### config.mk
export PLATFORM = sky130hd
export DESIGN_NAME = cmx_div
export DESIGN_NICKNAME = d
export VERILOG_FILES = /design/src/hw/rtl/assert_macros.svh /design/src/hw/rtl/cmx_pkg.sv /design/src/hw/rtl/cmx_div.sv
export SDC_FILE = /design/constraint.sdc
export NUM_CORES = 1
export LEC_CHECK = 0
export ABC_AREA = 1
export BUFFER_PORTS_ARGS = -buffer_cell sky130_fd_sc_hd__buf_2
export CORE_ASPECT_RATIO = 1.75
export CORE_MARGIN = 5
export CORE_UTILIZATION = 50
export DETAILED_ROUTE_END_ITERATION = 10
export GPL_TIMING_DRIVEN = 0
export PLACE_DENSITY = 0.78
export SETUP_SLACK_MARGIN = 0.15
export SYNTH_ARGS = -nofsm -noshare
export SYNTH_HDL_FRONTEND = slang
export SYNTH_SLANG_ARGS = --single-unit
### constraint.sdc
create_clock -name i_clk -period 2 [get_ports i_clk]
set_clock_uncertainty 0.15 [all_clocks]
set_input_delay 0.1 -clock i_clk [delete_from_list [all_inputs] [get_ports i_clk]]
set_output_delay 0.1 -clock i_clk [all_outputs]
set_load 0.05 [all_outputs]
### src/hw/rtl/assert_macros.svh
// Assertion helpers shared by the RTL.
`ifndef ASSERT_MACROS_SVH
`define ASSERT_MACROS_SVH

// Check a property on every rising edge while out of reset.
`define CMX_ASSERT(label, clk, rst_n, prop, msg) \
    label: assert property (@(posedge clk) disable iff (!rst_n) (prop)) else $error(msg);

// Check that a condition never holds while out of reset.
`define CMX_NEVER(label, clk, rst_n, cond, msg) \
    label: assert property (@(posedge clk) disable iff (!rst_n) !(cond)) else $error(msg);

`endif

### src/hw/rtl/cmx_pkg.sv
package cmx_pkg;

    // Field widths
    localparam int SAMPLE_BITS  = 16;
    localparam int ACC_BITS     = 32;
    localparam int N_BITS       = 24;
    localparam int FADE_FRAC    = 24;
    localparam int FADE_BITS    = FADE_FRAC + 1;
    localparam int CFG_BITS     = 9;
    localparam int CFG_IDX_BITS = 3;

    // Lane values after pan, fade and trim stay within one bit above the sample
    localparam int LANE_BITS = SAMPLE_BITS + 1;

    // Shared multiplier operand width
    localparam int MUL_BITS = 26;

    // Fixed-point scales
    localparam int PAN_DEN   = 16256;
    localparam int PAN_FRAC  = 15;
    localparam int TRIM_FRAC = 16;
    localparam int TRIM_ONE  = 256;
    localparam int GAIN_ONE  = 32768;

    // Reciprocals for the constant divisions by 127 and by 255
    localparam int     RECIP_127_SH = 29;
    localparam longint RECIP_127    = 4227331;
    localparam int     RECIP_255_SH = 32;
    localparam longint RECIP_255    = 16843010;

    localparam logic [FADE_BITS-1:0] FADE_ONE = FADE_BITS'(1) << FADE_FRAC;

    // Opcodes
    typedef enum logic {
        OP_MIX  = 1'b0,
        OP_FADE = 1'b1
    } t_opcode;

    // Register indexes
    typedef enum logic [CFG_IDX_BITS-1:0] {
        CFG_CHAN_TRIM  = 3'd0,
        CFG_SONG_TRIM  = 3'd1,
        CFG_CHAN_PAN   = 3'd2,
        CFG_SONG_PAN   = 3'd3,
        CFG_SRC_STEREO = 3'd4,
        CFG_OUT_STEREO = 3'd5
    } t_cfg_idx;

    // Scaling applied after the multiply
    typedef enum logic [2:0] {
        SH_NONE,
        SH_Q15,
        SH_Q16,
        SH_Q24,
        SH_R127,
        SH_R255
    } t_shift;

    // Destination register of a multiply
    typedef enum logic [2:0] {
        TAG_P,
        TAG_G,
        TAG_T,
        TAG_L,
        TAG_R
    } t_tag;

    typedef struct packed {
        logic                        issue;
        logic signed [MUL_BITS-1:0]  a;
        logic signed [MUL_BITS-1:0]  b;
        t_shift                      sh;
        t_tag                        tag;
    } t_mul_op;

    typedef struct packed {
        logic                        valid;
        t_tag                        tag;
        logic signed [MUL_BITS-1:0]  res;
    } t_mul_res;

    typedef struct packed {
        logic                          opcode;
        logic signed [SAMPLE_BITS-1:0] sample_left;
        logic signed [SAMPLE_BITS-1:0] sample_right;
        logic signed [ACC_BITS-1:0]    acc_left;
        logic signed [ACC_BITS-1:0]    acc_right;
        logic [N_BITS-1:0]             fade_frames;
    } t_in_word;

    typedef struct packed {
        logic signed [ACC_BITS-1:0] mix_left;
        logic signed [ACC_BITS-1:0] mix_right;
        logic                       finished;
    } t_out_word;

endpackage

### src/hw/rtl/cmx_div.sv
// Restoring divider: full-scale fade level over the frame count, one bit a cycle.
module cmx_div (
    input  logic                          i_clk,
    input  logic                          i_rst_n,
    input  logic                          i_start,
    input  logic [cmx_pkg::N_BITS-1:0]    i_den,
    output logic                          o_fin,
    output logic [cmx_pkg::FADE_BITS-1:0] o_quo
);

    localparam int QB = cmx_pkg::FADE_BITS;
    localparam int CB = $clog2(QB);

    logic                          r_busy;
    logic                          r_fin;
    logic [CB-1:0]                 r_cnt;
    logic [cmx_pkg::N_BITS-1:0]    r_den;
    logic [QB-1:0]                 r_num;
    logic [QB-1:0]                 r_rem;
    logic [QB-1:0]                 r_quo;
    logic [QB-1:0]                 w_den_ext;
    logic [QB-1:0]                 w_rem_sh;
    logic                          w_ge;

    assign w_den_ext = {{(QB - cmx_pkg::N_BITS){1'b0}}, r_den};
    assign w_rem_sh  = {r_rem[QB-2:0], r_num[QB-1]};
    assign w_ge      = (w_rem_sh >= w_den_ext);

    // Count the iterations
    always_ff @(posedge i_clk) begin
        if (!i_rst_n) begin
            r_busy <= 1'b0;
            r_fin  <= 1'b0;
            r_cnt  <= '0;
        end else begin
            r_fin <= 1'b0;
            if (i_start) begin
                r_busy <= 1'b1;
                r_cnt  <= CB'(QB - 1);
            end else if (r_busy) begin
                if (r_cnt == '0) begin
                    r_busy <= 1'b0;
                    r_fin  <= 1'b1;
                end else begin
                    r_cnt <= r_cnt - 1'b1;
                end
            end
        end
    end

    // Shift in one dividend bit, subtract when the divisor fits
    always_ff @(posedge i_clk) begin
        if (i_start) begin
            r_den <= i_den;
            r_num <= cmx_pkg::FADE_ONE;
            r_rem <= '0;
            r_quo <= '0;
        end else if (r_busy) begin
            r_rem <= w_ge ? (w_rem_sh - w_den_ext) : w_rem_sh;
            r_quo <= {r_quo[QB-2:0], w_ge};
            r_num <= r_num << 1;
        end
    end

    assign o_fin = r_fin;
    assign o_quo = r_quo;

endmodule

; ---- Yosys cells after proc, flatten, opt, wreduce, memory -nomap -nowiden
; Index checks and enable logic that the tools add are counted.
[totals]
elab_cells = 29
mem_bits_rw = 0
latch_bits = 0
mem_bits_ro = 0
regBits = 81
in_bits = 27
n_memories = 0
[classes]
muxes = 8
n_lt_le_gt_ge = 1
reduce_logical = 6
eq_ne = 1
shifts = 0
div_mod_pow = 0
mul = 0
n_bitwise = 3
n_addsub = 2
[ops]
columns = operator, count
row1 = >= comparator 25 x 24 -> 1 bit, 1
row2 = 2-to-1 mux 24 bit, 1
row3 = subtractor 24 bit, 1
row4 = 2-to-1 mux 5 bit, 3
row5 = zero test 5 bit, 1
row6 = "subtractor 5 x 1 -> 5 bit, second input constant", 1
row7 = 2-to-1 mux 1 bit, 4
row8 = AND reduction 2 bit, 2
row9 = NOT 1 bit, 3
row10 = OR reduction 3 bit, 1
row11 = "inequality test 2 bit, second input constant", 1
row12 = nonzero test 2 bit, 1
row13 = OR reduction 2 bit, 1

; ---- Depth between registers and ports, before layout
[logic_depth]
depth_word = 4
mapped_depth = 17

; ---- Least setup slack after synthesis
; No wires, ideal clock.
[synth_path]
path_type = reg2reg
from = register r_den[0] (netlist name)
to = register r_rem[12]
arrival_time_ns = 1.743
setup_time_ns = 0.110
n_path_buf = 0
synth_period_minus_slack_ns = 2.003
path_stages_with_launch = 15
required_time_ns = 1.740
path_slack_ns = -0.003
path_cell_list = edfxtp_1 ha_1 fa_1 inv_1 nand3_1 nand3_1 nand2_1 nand2_1 nand2_1 nand3_1 nand2_1 nand3_1 nand3_1 nand2_1 inv_1
[synth_via]
elab_chain_cells = 2
[synth_rtl]
columns = item, line_no
row1 = "start, declared", cmx_div.sv:17  ; logic [cmx_pkg::N_BITS-1:0] r_den;
row2 = "start signal, assigned", cmx_div.sv:54  ; r_den <= i_den;
row3 = subtractor 24 bit / >= comparator 25 x 24 -> 1 bit (equally long branches), "cmx_div.sv:59, cmx_div.sv:27"
row4 = 2-to-1 mux 24 bit *, cmx_div.sv:59  ; r_rem <= w_ge ? (w_rem_sh - w_den_ext) : w_rem_sh;
row5 = "end signal, assigned", cmx_div.sv:59
row6 = "end, declared", cmx_div.sv:19  ; logic [QB-1:0] r_rem;
; Every way passes the cells marked *; elsewhere a longest branch is shown, timed or not.
; A chain may end at the register's enable or synchronous reset.

; ---- Worst setup path after layout
[layout_path]
from = register r_den[0] (netlist name)
to = register r_rem[8]
; The elaborated chain is that of the path after synthesis.

==> flow_metrics.env <==
export IMPL_outcome="complete, but fails checks"
export IMPL_violations="negative setup slack"
export IMPL_dieArea_mm2=0.0125
export IMPL_synth_largest_area_cell="dfxtp_1"
export IMPL_cts_buffers=9
export IMPL_use_met2=0.441
export IMPL_std_cell_rows=49
export IMPL_route_detailed_wl_per_inst_um=14.7
export IMPL_setup_viol=25
export IMPL_grt_busiest_layer="met2"
export IMPL_critPathMaxFanout=3
export IMPL_worst_slack_ps=-222
export IMPL_numPortBuffers=52
export IMPL_antenna_found_initial=0
export IMPL_slew_viol_final=0
export IMPL_clk_pin_slew_worst_paths_ps=70
export IMPL_seq_power_share=0.419
export IMPL_synth_edff_count=24
export IMPL_p_int_uw=3060
export IMPL_switchingPower_uw=1330
export IMPL_worstPathRequired_ps=2130
export IMPL_ys_flop_type="dfxtp_1"
export IMPL_cts_root_buf="clkbuf_16"
export IMPL_syn_instance_count=775
export IMPL_maxClockFrequency_mhz=450
export IMPL_use_met3=0.0371
export IMPL_p_per_area_mw_per_mm2=628
export IMPL_die_w_um=86.6
export IMPL_drive_gt1_frac=0.266
export IMPL_cts_max_path_buffers=2
export IMPL_yosysUniqueCellTypes=37
export IMPL_p_comb_frac=0.204
export IMPL_final_net_count=945
export IMPL_cts_tree="done"
export IMPL_antenna_cells=0
export IMPL_syn_to_final_growth_pct=35.9
export IMPL_synthTopCellsByArea="dfxtp_1 (22%), nand2_1 (17%), edfxtp_1 (14%)"
export IMPL_maxCapViolations=0
export IMPL_hold_depth=1
export IMPL_finalWirelength_mm=15.0
export IMPL_power_share_switching=0.302
export IMPL_fin_total_pwr_uw=4390
export IMPL_synth_commonest_cells="nand2_1 (226), inv_1 (140), nor2_1 (105), dfxtp_1 (57), nand3_1 (53)"
export IMPL_fillers=854
export IMPL_clock_sinks=81
export IMPL_h_tree_depth=3
export IMPL_critPathKind="register to register"
export IMPL_synth_seq_cells=81
export IMPL_die_h_um=144
export IMPL_slew_limit_headroom=0.609
export IMPL_post_drt_via_cell_ratio=5.22
export IMPL_route_antenna_remaining_nets=0
export IMPL_multi_input_area_mm2=0.00323
export IMPL_initial_core_util=0.505
export IMPL_yosysWarningCount=0
export IMPL_power_share_clock=0.378
export IMPL_total_leakage_power_uw=0.00354
export IMPL_grt_pass1_wl_mm=23.2
export IMPL_track_usage=0.238
export IMPL_worst_setup_path_end_kind="register"
export IMPL_final_period_utilization=1.11
export IMPL_gp_congestion=0.947
export IMPL_dpl_hpwl_mm=10.3
export IMPL_drc=0
export IMPL_yosysTopAreaCellShare=0.222
export IMPL_fin_crit_ps=2220
export IMPL_ys_seq_area_frac=0.362
export IMPL_synth_avg_cell_area_um2=6.63
export IMPL_worstHoldPathType="input port to register"
export IMPL_rr_worst_depth=13
export IMPL_vias=5344
export IMPL_coreArea_mm2=0.0102
export IMPL_syn_num_nets=829
export IMPL_finalInstanceArea_mm2=0.00698
export IMPL_grt_max_degree=26
export IMPL_drt_first_pass_iters=5
export IMPL_pin_count=53
export IMPL_synth_async_sr_flop_share=0
export IMPL_synth_most_common_cell="nand2_1"
export IMPL_grt_pass1_vias=5095
export IMPL_rsz0062_at_grt="true"
export IMPL_first_iter_violations=386
export IMPL_use_met1=0.237
export IMPL_syn_area_mm2=0.00514
export IMPL_worst_slew_pin_slew_ps=587
export IMPL_ff_latch_area_mm2=0.00187
export IMPL_clk_latency_ps=340
export IMPL_placed_area_mm2=0.00581
export IMPL_peakVddDrop_v=0.000824
export IMPL_grt_overflow=0
export IMPL_start_kind="register"
export IMPL_cp_arrival_ps=2350
export IMPL_hold_viol=0
==> worst max-delay path, cell delays in order, from the launching register on <==
cell      delay [ps]
edfxtp_1         420
ha_4             200
fa_2             390
inv_2             90
nand3_2           60
nand3_2           90
nand2_1           80
nand2_2          120
buf_4            130
xor2_1           150
nand3_1           90
nand3_1           90
nand2_1           50
inv_1             60
==> through the flow <==
stage	hold slack [ps]	setup TNS (ps)	std cells	util	setup slack, ps
4_1_cts	57.7	-1440	1015	0.662	-98.9
2_1_floorplan	48.9	0	775	-	69.8
5_1_grt	57.7	-6570	1023	0.686	-351
3_3_place_gp	126	-7260	954	0.571	-216
6_report	53.3	-4100	1023	0.686	-222
3_5_place_dp	128	-7960	954	0.571	-231
==> path summary, 6_finish.rpt <==
check | start | end | slack [ps]
max | r_den[0] | r_rem[8] | -220
min | i_start | r_den[8] | 50
max reg2reg | r_den[0] | r_rem[8] | -220
min reg2reg | r_cnt[0] | r_cnt[0] | 310
==> final cells by class <==
cell class / instances / share of cell area
clock buffers: 11 / 0.0378
plain buffers: 25 / 0.0206
clock inverters: 5 / 0.00484
flip-flops and latches: 81 / 0.268
inverters: 142 / 0.0763
multi-input cells: 527 / 0.462
well taps: 127 / 0.0228
repair buffers: 105 / 0.108
==> registers in the layout (all words and copies together) (netlist names) <==
name / cells
r_cnt: 5
r_num: 1
r_rem: 24
o_quo: 25
r_busy: 1
o_fin: 1
r_den: 24
==> routing by layer <==
metal	up-vias	part of all wire
met1	2426	0.35
met4	0	0.069
li1	2645	-
met3	73	0.043
met2	200	0.54
met5	-	0
==> repair_timing <==
| item | in CTS | in global routing |
|---|---|---|
| pin swaps | 9 | 17 |
| hold buffers | 25 | 0 |
| gates resized for setup | 71 | 47 |
| endpoints found under the setup margin | 26 | 34 |
| cloned | 0 | 1 |
| setup buffers | 20 | 7 |
| hold endpoints to repair | 29 | 0 |
==> cell usage in the layout (no fill, tap or decap), types with 3 or more instances in the layout <==
cell and instances:
dfxtp_1 52, nand3_2 13, clkbuf_1 15, buf_4 28, ha_4 22, nor2_2 9
nand3_4 3, buf_2 51, nor2_1 93, a21oi_1 12, nand3b_1 6, edfxtp_1 24
buf_6 5, nor2_4 8, nand2_2 34, ha_1 4, nand3_1 42, a21oi_2 3
inv_2 18, nand4_1 30, clkbuf_16 11, nand2_4 12, inv_1 123, dlygate4sd3_1 25
o21ai_0 28, dfxtp_2 5, xor2_1 8, nand2_1 186
==> power by group through the flow <==
stage               logic (uW)  clock network (uW)  registers, uW
floorplan                  405                   0           1990
global placement           715                   0           1870
detailed placement         724                   0           1870
CTS                        838                1670           1830
global route               967                1750           1850
finish                     894                1660           1840
==> logic make-up (layout without fill, tap and decap cells) <==
| group | after synthesis | after routing | share of synthesized area |
|---|---|---|---|
| AND/OR/NAND/NOR | 445 | 445 | 0.382 |
| buffers and inverters | 167 | 288 | 0.125 |
| flip-flops | 81 | 81 | 0.362 |
| AO/OA/AOI/OAI | 45 | 45 | 0.0458 |
| adder cells (fa/ha/maj) | 27 | 27 | 0.0672 |
| XOR/XNOR | 10 | 10 | 0.0170 |
No activity file was read; power rests on OpenSTA's default activity.
