<file path="config.mk">
export PLATFORM = sky130hd
export DESIGN_NAME = cmx_mul
export DESIGN_NICKNAME = d
export VERILOG_FILES = /design/src/hw/rtl/assert_macros.svh /design/src/hw/rtl/cmx_pkg.sv /design/src/hw/rtl/cmx_mul.sv
export SDC_FILE = /design/constraint.sdc
export NUM_CORES = 2
export LEC_CHECK = 0
export BUFFER_PORTS_ARGS = -buffer_cell sky130_fd_sc_hd__buf_2
export CORE_ASPECT_RATIO = 0.5
export CORE_UTILIZATION = 49
export CTS_CLUSTER_DIAMETER = 60
export DETAILED_ROUTE_END_ITERATION = 12
export PLACE_DENSITY_LB_ADDON = 0.05
export SYNTH_ARGS = -nofsm -noshare
export SYNTH_HDL_FRONTEND = slang
export SYNTH_SLANG_ARGS = --single-unit
</file>
<file path="constraint.sdc">
create_clock -name i_clk -period 10.55 [get_ports i_clk]
set_input_delay 0.5275 -clock i_clk [delete_from_list [all_inputs] [get_ports i_clk]]
set_output_delay 0.5275 -clock i_clk [all_outputs]
set_load 0.01 [all_outputs]
</file>
<file path="src/hw/rtl/assert_macros.svh">
// Assertion helpers shared by the RTL.
`ifndef ASSERT_MACROS_SVH
`define ASSERT_MACROS_SVH

// Check a property on every rising edge while out of reset.
`define CMX_ASSERT(label, clk, rst_n, prop, msg) \
    label: assert property (@(posedge clk) disable iff (!rst_n) (prop)) else $error(msg);

// Check that a condition never holds while out of reset.
`define CMX_NEVER(label, clk, rst_n, cond, msg) \
    label: assert property (@(posedge clk) disable iff (!rst_n) !(cond)) else $error(msg);

`endif

</file>
<file path="src/hw/rtl/cmx_pkg.sv">
package cmx_pkg;

    // Field widths
    localparam int SAMPLE_BITS  = 16;
    localparam int ACC_BITS     = 32;
    localparam int N_BITS       = 24;
    localparam int FADE_FRAC    = 24;
    localparam int FADE_BITS    = FADE_FRAC + 1;
    localparam int CFG_BITS     = 9;
    localparam int CFG_IDX_BITS = 3;

    // Lane values after pan, fade and trim stay within one bit above the sample
    localparam int LANE_BITS = SAMPLE_BITS + 1;

    // Shared multiplier operand width
    localparam int MUL_BITS = 26;

    // Fixed-point scales
    localparam int PAN_DEN   = 16256;
    localparam int PAN_FRAC  = 15;
    localparam int TRIM_FRAC = 16;
    localparam int TRIM_ONE  = 256;
    localparam int GAIN_ONE  = 32768;

    // Reciprocals for the constant divisions by 127 and by 255
    localparam int     RECIP_127_SH = 29;
    localparam longint RECIP_127    = 4227331;
    localparam int     RECIP_255_SH = 32;
    localparam longint RECIP_255    = 16843010;

    localparam logic [FADE_BITS-1:0] FADE_ONE = FADE_BITS'(1) << FADE_FRAC;

    // Opcodes
    typedef enum logic {
        OP_MIX  = 1'b0,
        OP_FADE = 1'b1
    } t_opcode;

    // Register indexes
    typedef enum logic [CFG_IDX_BITS-1:0] {
        CFG_CHAN_TRIM  = 3'd0,
        CFG_SONG_TRIM  = 3'd1,
        CFG_CHAN_PAN   = 3'd2,
        CFG_SONG_PAN   = 3'd3,
        CFG_SRC_STEREO = 3'd4,
        CFG_OUT_STEREO = 3'd5
    } t_cfg_idx;

    // Scaling applied after the multiply
    typedef enum logic [2:0] {
        SH_NONE,
        SH_Q15,
        SH_Q16,
        SH_Q24,
        SH_R127,
        SH_R255
    } t_shift;

    // Destination register of a multiply
    typedef enum logic [2:0] {
        TAG_P,
        TAG_G,
        TAG_T,
        TAG_L,
        TAG_R
    } t_tag;

    typedef struct packed {
        logic                        issue;
        logic signed [MUL_BITS-1:0]  a;
        logic signed [MUL_BITS-1:0]  b;
        t_shift                      sh;
        t_tag                        tag;
    } t_mul_op;

    typedef struct packed {
        logic                        valid;
        t_tag                        tag;
        logic signed [MUL_BITS-1:0]  res;
    } t_mul_res;

    typedef struct packed {
        logic                          opcode;
        logic signed [SAMPLE_BITS-1:0] sample_left;
        logic signed [SAMPLE_BITS-1:0] sample_right;
        logic signed [ACC_BITS-1:0]    acc_left;
        logic signed [ACC_BITS-1:0]    acc_right;
        logic [N_BITS-1:0]             fade_frames;
    } t_in_word;

    typedef struct packed {
        logic signed [ACC_BITS-1:0] mix_left;
        logic signed [ACC_BITS-1:0] mix_right;
        logic                       finished;
    } t_out_word;

endpackage

</file>
<file path="src/hw/rtl/cmx_mul.sv">
// Shared signed multiplier: product stage, then round and scale stage.
module cmx_mul (
    input  logic              i_clk,
    input  logic              i_rst_n,
    input  cmx_pkg::t_mul_op  i_op,
    output cmx_pkg::t_mul_res o_res
);

    localparam int PB = 2 * cmx_pkg::MUL_BITS;

    localparam logic signed [PB-1:0] RND_Q15 = PB'(1) << (cmx_pkg::PAN_FRAC - 1);
    localparam logic signed [PB-1:0] RND_Q16 = PB'(1) << (cmx_pkg::TRIM_FRAC - 1);
    localparam logic signed [PB-1:0] RND_Q24 = PB'(1) << (cmx_pkg::FADE_FRAC - 1);

    logic                              r_v1;
    logic                              r_v2;
    logic signed [PB-1:0]              r_prod;
    cmx_pkg::t_shift                   r_sh;
    cmx_pkg::t_tag                     r_tag1;
    cmx_pkg::t_tag                     r_tag2;
    logic signed [cmx_pkg::MUL_BITS-1:0] r_res;
    logic signed [PB-1:0]              w_shr;

    // Advance the valid bits
    always_ff @(posedge i_clk) begin
        if (!i_rst_n) begin
            r_v1 <= 1'b0;
            r_v2 <= 1'b0;
        end else begin
            r_v1 <= i_op.issue;
            r_v2 <= r_v1;
        end
    end

    // Multiply, then round and scale
    always_ff @(posedge i_clk) begin
        r_prod <= $signed(i_op.a) * $signed(i_op.b);
        r_sh   <= i_op.sh;
        r_tag1 <= i_op.tag;
        r_tag2 <= r_tag1;
        r_res  <= w_shr[cmx_pkg::MUL_BITS-1:0];
    end

    // Round half up where a fraction is dropped; reciprocal forms floor
    always_comb begin
        unique case (r_sh)
            cmx_pkg::SH_NONE: w_shr = r_prod;
            cmx_pkg::SH_Q15:  w_shr = (r_prod + RND_Q15) >>> cmx_pkg::PAN_FRAC;
            cmx_pkg::SH_Q16:  w_shr = (r_prod + RND_Q16) >>> cmx_pkg::TRIM_FRAC;
            cmx_pkg::SH_Q24:  w_shr = (r_prod + RND_Q24) >>> cmx_pkg::FADE_FRAC;
            cmx_pkg::SH_R127: w_shr = r_prod >>> cmx_pkg::RECIP_127_SH;
            cmx_pkg::SH_R255: w_shr = r_prod >>> cmx_pkg::RECIP_255_SH;
            default:          w_shr = r_prod;
        endcase
    end

    assign o_res.valid = r_v2;
    assign o_res.tag   = r_tag2;
    assign o_res.res   = r_res;

endmodule

</file>
After elaboration in Yosys (flattened, before gate mapping)

Index checks and enable logic that the tools add are counted.

Word-level logic and storage cells: 17
Output and inout bits: 30
Register bits: 89
Input port bits: 61

Multipliers: 1
Equality and inequality tests: 5
$add $sub $neg: 3
Multiplexer cells: 1

Operators with widths:

| kind                     | number |
|---|---|
| $pmux W26 S5             | 1 |
| $mul A26 B26 Y52         | 1 |
| $add A50 B25 Y50 const B | 1 |
| $add A42 B17 Y42 const B | 1 |
| $add A41 B16 Y41 const B | 1 |
| $eq A3 B2 Y1 const B     | 2 |
| $eq A3 B3 Y1 const B     | 2 |
| $eq A3 B1 Y1 const B     | 1 |

Depth between registers and ports, before layout

Word-level depth: 2
Gate-level depth with buffers: 28
Mapped depth without buffers: 25

Worst setup path after synthesis

Ideal clock, no wire load.

Path kind: input-to-reg
From: in i_op[8] (netlist name)
To: reg r_prod[51]
Data arrival time: 7.358 ns
Buffers on the path: 2
Library setup time: 0.116 ns
Cell stages on the path: 26
Path slack: 3.076 ns
Data required time: 10.434 ns
Cell sequence: clkbuf_1 clkbuf_1 nand2_1 fa_1 inv_1 fa_1 inv_1 fa_1 inv_1 fa_1 inv_1 fa_1 inv_1 fa_1 inv_1 fa_1 inv_1 ha_1 and2_1 a221oi_1 o31ai_1 o41a_1 a2111oi_4 o31ai_2 or4_1 and4_1

Longest elaborated chain between the ends: 1

Ends and longest elaborated chain:

| what                 | line          | text |
|---|---|---|
| start, declared      | cmx_mul.sv:5  | `input cmx_pkg::t_mul_op i_op,` |
| $mul A26 B26 Y52     | cmx_mul.sv:37 | `r_prod <= $signed(i_op.a) * $signed(i_op.b);` |
| end signal, assigned | cmx_mul.sv:37 |  |
| end, declared        | cmx_mul.sv:17 | `logic signed [PB-1:0] r_prod;` |

No other way between the ends.
A chain may end at the register's enable or synchronous reset.

Final worst setup path

Ends and elaborated chain as after synthesis.

==> run summary <==
For this block, the routed nets add up to 73170 um of wire. TritonCTS built the clock tree. The number of cells upsized or downsized after cts was 0; the average cell area after synthesis was 9.177 um2. The logs give 0.3450 for the relative max-transition margin and 91 for the number of top-level pins. Counting the buffers created by CTS gives 9.

The area share of the leading cell type in the synthesized netlist is 0.5024. The tools report the floorplan die area as 58760 um2. Average routed wire per standard cell: 19.24 um.

Summed over all layers, the global routing overflow is 0. The type of the worst min-delay path was in -> reg. The clock net in this run drives a total of 89 sinks. The clock latency on the worst-skew pair came out at 0.36 ns.

The critical path launch point type is a primary input. Sequential element share of the synthesized area: 0.06298. The number of cells on the worst reg-to-reg path is 13. The run gives 0 as the count of final max-slew check failures. The mapped netlist covers 28290 um2. After clock tree synthesis, the clock-pin slew on the worst setup and hold paths is 0.07 ns. In the routed design, unresolved DRC markers number 0.

The tools report the maximum clock frequency as 123.5 MHz. After synthesis the netlist holds a flip-flop and latch count of 89. For the total setup violations reported at the end of the flow, the log shows 0. At the end of routability-driven placement, the weighted congestion stood at 0.8861. The via count was 20041. The sum of net half-perimeters after detailed placement is 60880 um. Yosys mapped the design onto 71 distinct sky130hd cell types. The floorplan die height works out to 171.9 um.

For the worst setup path, the data required time is 10.81 ns. The initial antenna violation count is 2. In this run, synthesis inferred 0 flip-flops with an integrated enable.

The commonest cells after synthesis are 721 x sky130_fd_sc_hd__inv_1, 710 x sky130_fd_sc_hd__fa_1, 437 x sky130_fd_sc_hd__nand2_1. The first global-routing pass estimated 120700 um of wire. In the synthesized netlist, the number of instances is 3083. Once the clock tree was built, the setup fixing pass inserted 0 buffers. Entering global routing, the biggest net connects 68 pins. The area overhead of the layout relative to synthesis was 4.170%; the final-layout fill cell count was 5397. Clock skew on the completed layout was measured at 0.01119 ns. The overall fraction of global-route tracks in use came out at 0.2694. The effective utilization at floorplan is 0.5030, and the worst setup slack for register-to-register paths is 6.06 ns. The level count of the clock H-tree came out at 3.

The worst register-to-register path ends at r_res[25]. The logs give 2 for the maximum root-to-sink buffer count and 21849 for the number of global-route vias before repair. The worst register-to-register path begins at r_sh[2]. Hold repair after CTS inserted 0 buffers. The tools report the number of maximum-capacitance violations as 0.

Total nets after synthesis: 4001. Ranked by total cell area, the synthesized netlist is headed by sky130_fd_sc_hd__fa_1 50%, sky130_fd_sc_hd__inv_1 9.6%, sky130_fd_sc_hd__ha_1 6.5%. During synthesis, Yosys emitted a total of 0 warnings. Using the TritonRoute via totals, the vias-per-cell ratio works out to 5.270. The count of nets left with antenna violations once routing finished came out at 0. The sum of negative setup slack came out at 0 ns. The clock root buffer was sky130_fd_sc_hd__clkbuf_16.

The run gives 5 as the total iterations of the first detailed-routing run. The category of the most critical setup path is in -> reg. The number of buffers added on ports was 90; the first-iteration detailed-routing DRC count was 1082. Setup repair after global routing left no endpoint under its margin.

The logs give 61 for the number of standard-cell rows in the floorplan and 56250 um2 for the area of the placeable core. Along the worst path, the maximum fanout reaches 26. Number of hold-slack violations in the final timing report: 0. The count of nets after finishing is 3957. The worst hold path begins at i_op[1]. The final critical-path share of the clock period is 0.7675.

The final critical delay including setup and external delays is 8.097 ns. Critical path endpoint category: a flop. For the pin with the worst max-slew slack, the measured transition is 0.9815 ns. The path with the worst hold slack has its endpoint at r_tag1[1]. Of all cell types, the one taking the most synthesized area is sky130_fd_sc_hd__fa_1. The instance count along the most critical hold path is 1, and the die width is 341.8 um.

The run gives 8.36 ns as the critical path arrival. Fraction of layout cells with a size suffix above 1: 0.04534. Commonest register cell after synthesis: sky130_fd_sc_hd__dfxtp_1. The dominant cell by count in the synthesized netlist is sky130_fd_sc_hd__inv_1.

The proportion of synthesized flip-flops having asynchronous set or reset came out at 0. The flow ran to the end, and the final reports show no timing, DRC or antenna violations.
==> how the worst max path moves through the flow <==
stage	start	slack, ns	endpoint	depth (start not counted)
2_1_floorplan	i_op[8]	3.08	r_prod[51]	26
3_3_place_gp	i_op[8]	2.20	r_prod[51]	23
3_5_place_dp	i_op[8]	2.13	r_prod[51]	23
4_1_cts	i_op[8]	2.50	r_prod[51]	23
5_1_grt	i_op[57]	2.03	r_prod[51]	23
6_report	i_op[8]	2.45	r_prod[51]	23
==> area by class of cell <==
cell class                 instances  area [um2]  area share
tap                              756       945.9     0.03210
sequential                        89        1784     0.06054
antenna                            3       7.507   0.0002547
clock buffer                       9       225.2    0.007642
clock inverter                     7       70.07    0.002377
inverter                         721        2706     0.09183
multi-input combinational       2118       23210      0.7874
timing repair buffer             100       525.5     0.01783
==> kinds of logic after synthesis <==
group,count (synthesis),share of synthesized area
DFF,89,0.06298
buffers and inverters,876,0.1168
AOI/OAI and AO/OA,229,0.05404
xor gates and xnor gates,81,0.02508
and+or+nand+nor,894,0.1531
adders and majority gates,857,0.5674
muxes,57,0.02061
==> flip-flops by register name, summed over array words and instances (netlist names) <==
signal  flops
r_sh        3
r_prod     52
r_v2        1
r_res      26
r_v1        1
r_tag2      3
r_tag1      3
==> through the flow <==
stage,hold slack [ns],utilization,worst slack (ns),cell area [um2],instances
floorplan,0.3096,-,3.076,28290,3083
global placement,0.3106,0.5186,2.204,29170,3784
detailed placement,0.3136,0.5186,2.133,29170,3784
CTS,0.2509,0.5238,2.500,29460,3800
global route,0.2484,0.5239,2.032,29470,3801
finish,0.2583,0.5239,2.453,29470,3803
==> critical path, cell delays in order <==
cell,delay [ns]
sky130_fd_sc_hd__buf_2,0.44
sky130_fd_sc_hd__nand2_1,0.17
sky130_fd_sc_hd__inv_1,0.16
sky130_fd_sc_hd__fa_1,0.55
sky130_fd_sc_hd__fa_1,0.50
sky130_fd_sc_hd__fa_1,1.02
sky130_fd_sc_hd__inv_1,0.47
sky130_fd_sc_hd__fa_1,0.60
sky130_fd_sc_hd__inv_1,0.05
sky130_fd_sc_hd__fa_1,0.52
sky130_fd_sc_hd__inv_1,0.05
sky130_fd_sc_hd__fa_1,0.47
sky130_fd_sc_hd__inv_1,0.04
sky130_fd_sc_hd__ha_1,0.37
sky130_fd_sc_hd__a21oi_1,0.28
sky130_fd_sc_hd__o21ai_0,0.16
sky130_fd_sc_hd__a221oi_1,0.28
sky130_fd_sc_hd__o21ai_0,0.13
sky130_fd_sc_hd__and3_1,0.23
sky130_fd_sc_hd__a2111oi_4,0.45
sky130_fd_sc_hd__o31ai_2,0.17
sky130_fd_sc_hd__or4_1,0.51
sky130_fd_sc_hd__and4_1,0.18
==> layer usage <==
metal,GRT usage,vias to the layer above,share of wire
li1,-,8974,-
met1,0.3784,10482,0.45
met2,0.4478,497,0.47
met3,0.03177,88,0.054
met4,0.06531,0,0.025
met5,0,-,0
==> cell usage in the layout (no fill, tap or decap), types with 5 or more instances in the layout <==
cell,instances
sky130_fd_sc_hd__inv_1,721
sky130_fd_sc_hd__fa_1,710
sky130_fd_sc_hd__nand2_1,437
sky130_fd_sc_hd__and2_1,287
sky130_fd_sc_hd__ha_1,147
sky130_fd_sc_hd__buf_2,90
sky130_fd_sc_hd__dfxtp_1,87
sky130_fd_sc_hd__nor2_1,76
sky130_fd_sc_hd__a21oi_1,68
sky130_fd_sc_hd__xnor2_1,51
sky130_fd_sc_hd__mux2i_1,47
sky130_fd_sc_hd__o21ai_0,37
sky130_fd_sc_hd__xor2_1,30
sky130_fd_sc_hd__a21o_1,25
sky130_fd_sc_hd__o221ai_1,20
sky130_fd_sc_hd__a31oi_1,19
sky130_fd_sc_hd__nand2b_1,12
sky130_fd_sc_hd__nand3_1,12
sky130_fd_sc_hd__o21bai_1,11
sky130_fd_sc_hd__nand4_1,10
sky130_fd_sc_hd__buf_4,10
sky130_fd_sc_hd__nor2b_1,9
sky130_fd_sc_hd__nor3_1,9
sky130_fd_sc_hd__clkbuf_16,9
sky130_fd_sc_hd__and3_1,7
sky130_fd_sc_hd__o211ai_1,7
sky130_fd_sc_hd__a211oi_1,6
sky130_fd_sc_hd__mux2_2,6
sky130_fd_sc_hd__nor4_1,6
sky130_fd_sc_hd__o21a_1,5
sky130_fd_sc_hd__nand3b_1,5
Power is not shown: default switching activity piles up to over one toggle a cycle in this logic, so the estimate is an artifact.
